===== config.mk =====
export PLATFORM = sky130hd
export DESIGN_NAME = life_like_automaton_stencil_flat
export DESIGN_NICKNAME = d
export VERILOG_FILES = /design/src/hdl/lla_pkg.sv /design/src/hdl/lla_ifs.sv /design/src/hdl/lla_position.sv /design/src/hdl/lla_line_store.sv /design/src/hdl/lla_rule.sv /design/src/hdl/life_like_automaton_stencil.sv /design/src/flat_wrapper.sv
export SDC_FILE = /design/constraint.sdc
export NUM_CORES = 2
export LEC_CHECK = 0
export ABC_AREA = 1
export BUFFER_PORTS_ARGS = -buffer_cell sky130_fd_sc_hd__buf_2
export CORE_MARGIN = 10
export CORE_UTILIZATION = 58
export CTS_CLUSTER_SIZE = 12
export DETAILED_ROUTE_END_ITERATION = 8
export GPL_TIMING_DRIVEN = 1
export PLACE_DENSITY = 0.74
export REMOVE_ABC_BUFFERS = 1
export SYNTH_ARGS = -nofsm -noshare
export SYNTH_HDL_FRONTEND = slang
export SYNTH_SLANG_ARGS = --single-unit

===== constraint.sdc =====
create_clock -name clk -period 14.9 [get_ports clk]
set_input_delay 0.745 -clock clk [delete_from_list [all_inputs] [get_ports clk]]
set_output_delay 0.745 -clock clk [all_outputs]
set_load 0.005 [all_outputs]

===== src/hdl/lla_pkg.sv =====
// Shared types and constants for the Life-like automaton stencil.
// No dependencies; all other files in hdl/ except lla_line_store refer to this package by scoped names.
package lla_pkg;

  // Configuration register indexes
  typedef enum logic [1:0] {
    REG_FRAME_WIDTH  = 2'd0,
    REG_FRAME_HEIGHT = 2'd1,
    REG_BIRTH_MASK   = 2'd2,
    REG_SURVIVE_MASK = 2'd3
  } cfg_reg_t;

  localparam int CFG_DATA_W = 11;
  localparam int SIZE_W     = 11;
  localparam int MASK_W     = 9;
  localparam int COUNT_W    = 4;

  localparam logic [SIZE_W-1:0] FRAME_WIDTH_RST  = 11'd640;
  localparam logic [SIZE_W-1:0] FRAME_HEIGHT_RST = 11'd480;
  localparam logic [MASK_W-1:0] BIRTH_MASK_RST   = 9'd8;
  localparam logic [MASK_W-1:0] SURVIVE_MASK_RST = 9'd12;

  // Per-cell flags from the position tracker to the pipeline
  typedef struct packed {
    logic emit;  // interior cell: a result goes out
    logic last;  // last interior cell of the frame
  } stage_flags_t;

endpackage


===== src/hdl/lla_ifs.sv =====
// Valid/ready channel interfaces: cell input, result output, register write.
// Depends on lla_pkg for field widths.
interface lla_in_if;
  logic valid;
  logic ready;
  logic cell_alive;
  logic frame_start;
  modport source (output valid, output cell_alive, output frame_start, input ready);
  modport sink (input valid, input cell_alive, input frame_start, output ready);
endinterface

interface lla_out_if;
  logic valid;
  logic ready;
  logic next_state;
  logic last_of_frame;
  modport source (output valid, output next_state, output last_of_frame, input ready);
  modport sink (input valid, input next_state, input last_of_frame, output ready);
endinterface

interface lla_cfg_if;
  logic                           valid;
  logic                           ready;
  logic [1:0]                     index;
  logic [lla_pkg::CFG_DATA_W-1:0] data;
  modport source (output valid, output index, output data, input ready);
  modport sink (input valid, input index, input data, output ready);
endinterface


===== src/hdl/lla_position.sv =====
// Row/column tracker: clamps the frame size, flags interior and last cells.
// Depends on lla_pkg (stage_flags_t, SIZE_W).
module lla_position #(
  parameter int MAX_WIDTH  = 1024,
  parameter int MAX_HEIGHT = 1024
) (
  input  logic                        clk,
  input  logic                        rst_n,
  input  logic                        advance,
  input  logic                        frame_start,
  input  logic [lla_pkg::SIZE_W-1:0]  frame_width,
  input  logic [lla_pkg::SIZE_W-1:0]  frame_height,
  output logic [$clog2(MAX_WIDTH)-1:0] col,
  output lla_pkg::stage_flags_t       flags
);

  localparam int AW  = $clog2(MAX_WIDTH);
  localparam int RW  = $clog2(MAX_HEIGHT);
  localparam int ZW0 = ($clog2(MAX_WIDTH + 1) > $clog2(MAX_HEIGHT + 1)) ?
                       $clog2(MAX_WIDTH + 1) : $clog2(MAX_HEIGHT + 1);
  localparam int ZW  = (ZW0 > lla_pkg::SIZE_W) ? ZW0 : lla_pkg::SIZE_W;

  logic [AW-1:0] column_count_r, column_count_nxt;
  logic [RW-1:0] row_count_r, row_count_nxt;
  logic [ZW-1:0] fw_z, fh_z;
  logic [AW-1:0] col_last;
  logic [RW-1:0] row_last, row;
  logic          row_end, frame_end;

  assign fw_z = ZW'(frame_width);
  assign fh_z = ZW'(frame_height);

  // Clamp sizes to 3..MAX and take the last index
  always_comb begin
    if (fw_z < ZW'(3))                col_last = AW'(2);
    else if (fw_z > ZW'(MAX_WIDTH))   col_last = AW'(MAX_WIDTH - 1);
    else                              col_last = AW'(fw_z - ZW'(1));
    if (fh_z < ZW'(3))                row_last = RW'(2);
    else if (fh_z > ZW'(MAX_HEIGHT))  row_last = RW'(MAX_HEIGHT - 1);
    else                              row_last = RW'(fh_z - ZW'(1));
  end

  assign col       = frame_start ? '0 : column_count_r;
  assign row       = frame_start ? '0 : row_count_r;
  assign row_end   = col >= col_last;
  assign frame_end = row >= row_last;

  assign flags.emit = (row >= RW'(2)) && (col >= AW'(2));
  assign flags.last = row_end && frame_end;

  always_comb begin
    column_count_nxt = column_count_r;
    row_count_nxt    = row_count_r;
    if (advance) begin
      if (row_end) begin
        column_count_nxt = '0;
        row_count_nxt    = frame_end ? '0 : row + RW'(1);
      end else begin
        column_count_nxt = col + AW'(1);
        row_count_nxt    = row;
      end
    end
  end

  always_ff @(posedge clk) begin
    if (!rst_n) begin
      column_count_r <= '0;
      row_count_r    <= '0;
    end else begin
      column_count_r <= column_count_nxt;
      row_count_r    <= row_count_nxt;
    end
  end

  // Column steps by one inside a row
  a_col_step: assert property (@(posedge clk) disable iff (!rst_n)
    advance && !row_end |=> column_count_r == $past(col) + AW'(1))
    else $error("column counter did not step");

endmodule


===== src/hdl/lla_line_store.sv =====
// Two line stores (rows r-2 and r-1) kept as one 2-bit wide memory, with
// registered read and a write-to-read bypass. Standalone, no package use.
module lla_line_store #(
  parameter int MAX_WIDTH = 1024
) (
  input  logic                         clk,
  input  logic                         rd_en,
  input  logic [$clog2(MAX_WIDTH)-1:0] rd_addr,
  input  logic                         wr_en,
  input  logic [$clog2(MAX_WIDTH)-1:0] wr_addr,
  input  logic                         wr_upper,
  input  logic                         wr_middle,
  output logic                         rd_upper,
  output logic                         rd_middle
);

  logic [1:0] line_mem [MAX_WIDTH];
  logic [1:0] mem_rd_r;
  logic [1:0] byp_data_r;
  logic       byp_r;

  always_ff @(posedge clk) begin
    if (wr_en) begin
      line_mem[wr_addr] <= {wr_upper, wr_middle};
    end
    if (rd_en) begin
      mem_rd_r   <= line_mem[rd_addr];
      byp_r      <= wr_en && (wr_addr == rd_addr);
      byp_data_r <= {wr_upper, wr_middle};
    end
  end

  // Take the just-written entry over the stale read
  assign {rd_upper, rd_middle} = byp_r ? byp_data_r : mem_rd_r;

endmodule


===== src/hdl/lla_rule.sv =====
// 3x3 window, neighbour count and birth/survive rule lookup.
// Depends on lla_pkg (MASK_W, COUNT_W).
module lla_rule (
  input  logic                        clk,
  input  logic                        rst_n,
  input  logic                        advance,
  input  logic                        top,
  input  logic                        mid,
  input  logic                        cur,
  input  logic [lla_pkg::MASK_W-1:0]  birth_mask,
  input  logic [lla_pkg::MASK_W-1:0]  survive_mask,
  output logic                        next_state
);

  // bits 0..2: column c-2, bits 3..5: column c-1 (top, mid, bottom)
  logic [5:0]                    window_r;
  logic [lla_pkg::COUNT_W-1:0]   count;
  logic [lla_pkg::MASK_W-1:0]    mask;

  assign count = lla_pkg::COUNT_W'(window_r[0]) + lla_pkg::COUNT_W'(window_r[1]) +
                 lla_pkg::COUNT_W'(window_r[2]) + lla_pkg::COUNT_W'(window_r[3]) +
                 lla_pkg::COUNT_W'(window_r[5]) + lla_pkg::COUNT_W'(top) +
                 lla_pkg::COUNT_W'(mid) + lla_pkg::COUNT_W'(cur);

  assign mask       = window_r[4] ? survive_mask : birth_mask;
  assign next_state = mask[count];

  always_ff @(posedge clk) begin
    if (!rst_n) begin
      window_r <= '0;
    end else if (advance) begin
      window_r <= {cur, mid, top, window_r[5:3]};
    end
  end

endmodule


===== src/hdl/life_like_automaton_stencil.sv =====
// Top level of the Life-like automaton stencil: config registers, pipeline
// control and output register. Depends on lla_pkg, lla_ifs, lla_position,
// lla_line_store and lla_rule.
//
//  channel    dir  fields                          handshake
//  in_chan    in   cell_alive, frame_start         valid/ready
//  out_chan   out  next_state, last_of_frame       valid/ready
//  cfg_chan   in   index (2b), data (11b)          valid/ready, ready always 1
//
// One cell per clock, sustained unless a stalled out_chan holds a result. A
// cell passes the line store read (registered) on transfer, then rule and
// window update into the output register. The line store has one write and
// one read port; a bypass covers a read of the column written in the same cycle.
// Reset (rst_n low, synchronous) clears counters, window and valids and
// loads the default frame 640x480 with birth {3}, survive {2,3}; the line
// stores are not cleared. A stalled output holds only cells that produce a
// result; border cells drain without waiting on out_chan.ready.
module life_like_automaton_stencil #(
  parameter int MAX_WIDTH  = 1024,
  parameter int MAX_HEIGHT = 1024
) (
  input  logic         clk,
  input  logic         rst_n,
  lla_in_if.sink       in_chan,
  lla_out_if.source    out_chan,
  lla_cfg_if.sink      cfg_chan
);

  localparam int AW = $clog2(MAX_WIDTH);

  // Configuration registers
  logic [lla_pkg::SIZE_W-1:0] frame_width_r, frame_height_r;
  logic [lla_pkg::MASK_W-1:0] birth_mask_r, survive_mask_r;

  // Stage 1: registered cell, its column and flags
  logic                  s1_valid_r;
  logic                  s1_cur_r;
  logic [AW-1:0]         s1_col_r;
  lla_pkg::stage_flags_t s1_flags_r;

  // Output register
  logic out_valid_r, next_state_r, last_of_frame_r;

  logic                  in_accept, s1_advance, out_load;
  logic [AW-1:0]         in_col;
  lla_pkg::stage_flags_t in_flags;
  logic                  top, mid, rule_state;

  assign cfg_chan.ready = 1'b1;

  always_ff @(posedge clk) begin
    if (!rst_n) begin
      frame_width_r  <= lla_pkg::FRAME_WIDTH_RST;
      frame_height_r <= lla_pkg::FRAME_HEIGHT_RST;
      birth_mask_r   <= lla_pkg::BIRTH_MASK_RST;
      survive_mask_r <= lla_pkg::SURVIVE_MASK_RST;
    end else if (cfg_chan.valid) begin
      unique case (lla_pkg::cfg_reg_t'(cfg_chan.index))
        lla_pkg::REG_FRAME_WIDTH:  frame_width_r  <= cfg_chan.data;
        lla_pkg::REG_FRAME_HEIGHT: frame_height_r <= cfg_chan.data;
        lla_pkg::REG_BIRTH_MASK:   birth_mask_r   <= cfg_chan.data[lla_pkg::MASK_W-1:0];
        lla_pkg::REG_SURVIVE_MASK: survive_mask_r <= cfg_chan.data[lla_pkg::MASK_W-1:0];
      endcase
    end
  end

  // Advance stage 1 when its cell needs no output slot or a slot is free
  assign s1_advance = s1_valid_r &&
                      (!s1_flags_r.emit || !out_valid_r || out_chan.ready);
  assign out_load   = s1_advance && s1_flags_r.emit;
  assign in_chan.ready = !s1_valid_r || s1_advance;
  assign in_accept     = in_chan.valid && in_chan.ready;

  lla_position #(
    .MAX_WIDTH  (MAX_WIDTH),
    .MAX_HEIGHT (MAX_HEIGHT)
  ) u_position (
    .clk          (clk),
    .rst_n        (rst_n),
    .advance      (in_accept),
    .frame_start  (in_chan.frame_start),
    .frame_width  (frame_width_r),
    .frame_height (frame_height_r),
    .col          (in_col),
    .flags        (in_flags)
  );

  // Read rows r-2 and r-1 on transfer; write back when the cell leaves stage 1
  lla_line_store #(
    .MAX_WIDTH (MAX_WIDTH)
  ) u_line_store (
    .clk       (clk),
    .rd_en     (in_accept),
    .rd_addr   (in_col),
    .wr_en     (s1_advance),
    .wr_addr   (s1_col_r),
    .wr_upper  (mid),
    .wr_middle (s1_cur_r),
    .rd_upper  (top),
    .rd_middle (mid)
  );

  lla_rule u_rule (
    .clk          (clk),
    .rst_n        (rst_n),
    .advance      (s1_advance),
    .top          (top),
    .mid          (mid),
    .cur          (s1_cur_r),
    .birth_mask   (birth_mask_r),
    .survive_mask (survive_mask_r),
    .next_state   (rule_state)
  );

  always_ff @(posedge clk) begin
    if (!rst_n) begin
      s1_valid_r <= 1'b0;
    end else if (in_accept) begin
      s1_valid_r <= 1'b1;
    end else if (s1_advance) begin
      s1_valid_r <= 1'b0;
    end
  end

  always_ff @(posedge clk) begin
    if (in_accept) begin
      s1_cur_r   <= in_chan.cell_alive;
      s1_col_r   <= in_col;
      s1_flags_r <= in_flags;
    end
  end

  always_ff @(posedge clk) begin
    if (!rst_n) begin
      out_valid_r <= 1'b0;
    end else if (out_load) begin
      out_valid_r <= 1'b1;
    end else if (out_chan.ready) begin
      out_valid_r <= 1'b0;
    end
  end

  always_ff @(posedge clk) begin
    if (out_load) begin
      next_state_r    <= rule_state;
      last_of_frame_r <= s1_flags_r.last;
    end
  end

  assign out_chan.valid         = out_valid_r;
  assign out_chan.next_state    = next_state_r;
  assign out_chan.last_of_frame = last_of_frame_r;

  // No transfer while stage 1 is held
  a_no_overrun: assert property (@(posedge clk) disable iff (!rst_n)
    s1_valid_r && !s1_advance |-> !in_accept)
    else $error("input transfer while stage 1 is held");

  // Last-of-frame only on an interior cell
  a_last_interior: assert property (@(posedge clk) disable iff (!rst_n)
    s1_valid_r && s1_flags_r.last |-> s1_flags_r.emit)
    else $error("last flag on a border cell");

  // Output register loads only into a free or draining slot
  a_out_slot: assert property (@(posedge clk) disable iff (!rst_n)
    out_load |-> !out_valid_r || out_chan.ready)
    else $error("output register overwritten");

endmodule

===== src/flat_wrapper.sv =====
// flat-port wrapper written by rule: the top's interface ports become plain ports
module life_like_automaton_stencil_flat 
#(
  parameter int MAX_WIDTH  = 1024,
  parameter int MAX_HEIGHT = 1024
)
  (clk, rst_n, in_chan_valid, in_chan_cell_alive, in_chan_frame_start, in_chan_ready, out_chan_valid, out_chan_next_state, out_chan_last_of_frame, out_chan_ready, cfg_chan_valid, cfg_chan_index, cfg_chan_data, cfg_chan_ready);
  lla_in_if in_chan_i ();
  lla_out_if out_chan_i ();
  lla_cfg_if cfg_chan_i ();
  input  logic clk;
  input  logic rst_n;
  input wire logic [$bits(in_chan_i.valid)-1:0] in_chan_valid;
  input wire logic [$bits(in_chan_i.cell_alive)-1:0] in_chan_cell_alive;
  input wire logic [$bits(in_chan_i.frame_start)-1:0] in_chan_frame_start;
  output wire logic [$bits(in_chan_i.ready)-1:0] in_chan_ready;
  output wire logic [$bits(out_chan_i.valid)-1:0] out_chan_valid;
  output wire logic [$bits(out_chan_i.next_state)-1:0] out_chan_next_state;
  output wire logic [$bits(out_chan_i.last_of_frame)-1:0] out_chan_last_of_frame;
  input wire logic [$bits(out_chan_i.ready)-1:0] out_chan_ready;
  input wire logic [$bits(cfg_chan_i.valid)-1:0] cfg_chan_valid;
  input wire logic [$bits(cfg_chan_i.index)-1:0] cfg_chan_index;
  input wire logic [$bits(cfg_chan_i.data)-1:0] cfg_chan_data;
  output wire logic [$bits(cfg_chan_i.ready)-1:0] cfg_chan_ready;
  assign in_chan_i.valid = in_chan_valid;
  assign in_chan_i.cell_alive = in_chan_cell_alive;
  assign in_chan_i.frame_start = in_chan_frame_start;
  assign in_chan_ready = in_chan_i.ready;
  assign out_chan_valid = out_chan_i.valid;
  assign out_chan_next_state = out_chan_i.next_state;
  assign out_chan_last_of_frame = out_chan_i.last_of_frame;
  assign out_chan_i.ready = out_chan_ready;
  assign cfg_chan_i.valid = cfg_chan_valid;
  assign cfg_chan_i.index = cfg_chan_index;
  assign cfg_chan_i.data = cfg_chan_data;
  assign cfg_chan_ready = cfg_chan_i.ready;
  life_like_automaton_stencil #(.MAX_WIDTH(MAX_WIDTH), .MAX_HEIGHT(MAX_HEIGHT)) u_core (.clk(clk), .rst_n(rst_n), .in_chan(in_chan_i), .out_chan(out_chan_i), .cfg_chan(cfg_chan_i));
endmodule

==> metrics.txt <==
status finished clean; Worst setup EP type flip-flop; Setup crit start kind flip-flop; Max Cap Viol 0; critical path arrival ~6.1 ns; Async S/R FF share, synth 0%; Yosys top cell area share 65.4%; largest area contributor in the netlist edfxtp_1; PnR Total Power around 12 mW; Min-Delay Endpoint u_core.s1_cur_r; final hold vios 0; DP HPWL around 130000 um; Pleak 37.4 nW; Worst Max-Slew Pin Slew around 1.4 ns; # rows ~150; vias 67200; most common cell after layout, fill and taps aside edfxtp_1; CTS clock-pin slew for the worst setup and hold paths around 0.060 ns; Mapped Cells 9263; fill count 12700; antenna violations before repair 8; setup slack at placement around 8.9 ns; Num CTS Buffers 210; clk sinks 2136; CTS tree yes; fraction of layout cells with a size suffix above 1 4.74%; number of instances resized during post-cts repair 0; Hold Crit Class in -> reg; critical path class reg -> reg; worst setup margin 9.55 ns; global-route wire length before repair 377000 um; P&R area growth vs syn 7.39%; GRT busiest layer met2; FMAX 187 MHz; worst reg2reg startpoint u_core.u_position.column_count_r[0]; total grt overflow 0; Placer Congestion 0.854; main flop type after synthesis edfxtp_1; Synth area leaders edfxtp_1 65%, nand2_1 8.1%, nand3_1 6.4%, nor2_1 4.9%, inv_1 3.8%; slew margin rel. 5.84%; RSZ-0062 raised after global routing false; Initial Util 58.3%; vias per std cell 5.97; setup repair bufs after CTS 0; routed length per instance 22.3 um; die height around 420 um; Port Buf Inserts 23; R2R depth 16; Die W around 420 um; setup violators final 0; CTS Hold Bufs 0; met3 Use GR 5.79%; flops & latches, synth 2136; Clock Latency Late Sink 0.86 ns; Avg Synthesized Cell Area between 10 and 15 um2; hold path startpoint in_chan_cell_alive; ANT nets after route 0; Iter 0 DRT Violations 9660; register area share after synthesis around two thirds; Ports 25; gr usage total 27.2%; R2R Setup Slk 9.55 ns; met2 Use GR between 40% and 50%; crit share post-route 35.9%; Yosys cell types 43; Hold Path Depth 1; floorplan core area 163000 um2; DR DRC count 0; H-tree levels 4; vias in the first global route 64600; min cycle time layout 5.35 ns; Crit Path Max Fanout 222; Placed Area around 96000 um2; CTS Root Cell clkbuf_16; DRT Wirelength ~250000 um; Design Area, Final 102000 um2; largest net degree at the start of global routing 258; met1 GRT Util ~36%; post-synthesis cell area 94900 um2; leading cell types in the layout, fill and taps excluded 2068 x edfxtp_1, 2042 x nand2_1, 1242 x nor2_1; fin util approximately 63%; Pwr per Cell Area 119 nW/um2; CP required 15.63 ns; Total Nets Final ~9000; Post-synth EDFFs about 2100; worst-case clock buffer depth 3; r2r endpoint u_core.u_line_store.mem_rd_r[1]; IR drop worst, VDD between 100 and 150 uV; drt first pass iters 8; hold_ws 0.0826 ns; Final Max Tran Viols 0; Synth warnings 0; skew final 0.0281 ns; die footprint ~180000 um2
-- area by class of cell --
| cell class | count | area, um2 | area share (%) |
|---|---|---|---|
| Timing Repair Buffer | 143 | 1100 | 1.08 |
| Multi-Input combinational cell | 5496 | 25000 | 24.5 |
| Tap cell | 2175 | 2720 | 2.67 |
| Clock buffer | 270 | 5530 | 5.43 |
| Inverter | 966 | 3660 | 3.59 |
| Antenna cell | 1 | 2.50 | 0.00245 |
| Sequential cell | 2136 | 63500 | 62.3 |
| Clock inverter | 61 | 443 | 0.435 |
-- where the power goes --
group | internal, mW | switching [mW]
Clock | 2.59 | 2.18
Combinational | 0.149 | 0.512
Sequential | 6.65 | 0.0115
Total | 9.39 | 2.70
-- state kept, by name, summed over array words and instances, names as in the netlist, 2 cells and up --
name	cells
u_core.s1_col_r	10
u_core.u_line_store.mem_rd_r	2
u_core.frame_width_r	11
u_core.frame_height_r	11
u_core.survive_mask_r	9
u_core.u_line_store.line_mem	2048
u_core.u_rule.window_r	6
u_core.u_position.row_count_r	10
u_core.birth_mask_r	9
u_core.u_position.column_count_r	10
u_core.u_line_store.byp_data_r	2
u_core.s1_flags_r	2
-- routing by layer --
layer / wire, um / part of all wire [%] / vias to the layer above
li1: - / - / 30600
met1: 94900 / 38 / 32300
met2: 116000 / 46 / 3631
met3: 28700 / 11 / 692
met4: 11700 / 4.7 / 8
met5: 45 / 0.018 / -
-- stage by stage --
| stage | TNS (ns) | cells |
|---|---|---|
| global route | 0 | 11200 |
| detailed placement | 0 | 10900 |
| finish | 0 | 11200 |
| floorplan | -103.49 | 8598 |
| global placement | 0 | 10900 |
| CTS | 0 | 11200 |
-- worst max path at each step --
stage / from / to / slack, ns / depth (start not counted)
6_report: u_core.u_position.column_count_r[0] / u_core.u_line_store.mem_rd_r[1] / 9.55 / 16
5_1_grt: u_core.u_position.column_count_r[0] / u_core.u_line_store.mem_rd_r[1] / 9.16 / 16
4_1_cts: u_core.u_position.column_count_r[0] / u_core.u_line_store.mem_rd_r[1] / 9.67 / 15
3_5_place_dp: in_chan_frame_start / u_core.u_line_store.mem_rd_r[1] / 8.86 / 17
3_3_place_gp: in_chan_frame_start / u_core.u_line_store.mem_rd_r[1] / 8.96 / 17
2_1_floorplan: in_chan_frame_start / u_core.u_position.row_count_r[7] / -4.21 / 13
-- worst max-delay path, cell delays in order, from the launching register on --
cell and delay, ns:
dfxtp_1 0.43, nand2_8 0.47, buf_12 0.71, buf_4 0.82
buf_4 0.89, nand2_1 0.12, nand2_1 0.11, nand2_1 0.05
nand3_1 0.08, nand3_1 0.09, nand3_1 0.13, nand3_1 0.17
nand3_1 0.15, nand3_1 0.32, nand3_1 0.23, nand3_1 0.09
nand2_1 0.06
-- cell usage after synthesis (all sizes together), types with 2 or more instances --
master,n
nor2,1248
a21oi,112
clkbuf,277
nand2,2059
inv,960
o211ai,372
or2,3
nand3b,4
o21a,2
mux2i,2
a31oi,6
buf,388
nor4,4
o21ai,351
clkinv,6
nand3,1206
edfxtp,2068
nor3,36
nand4,16
fa,4
dfxtp,68
ha,29
xor2,18
o31ai,6
a211oi,4
xnor2,5
o2111ai,3
-- kinds of logic (layout without fill, tap and decap cells) --
family / count (synthesis) / in the layout / synth area share (%)
xor+xnor: 23 / 23 / 0.212
compound gates: 860 / 860 / 5.58
other cells: 1 / 2 / 0.00395
simple gates: 4577 / 4577 / 19.9
flops: 2136 / 2136 / 66.9
fa+ha+maj: 33 / 33 / 0.467
buf+inv: 1631 / 1440 / 7.00
mux: 2 / 2 / 0.0211
Power figures use the tool's default switching activity.
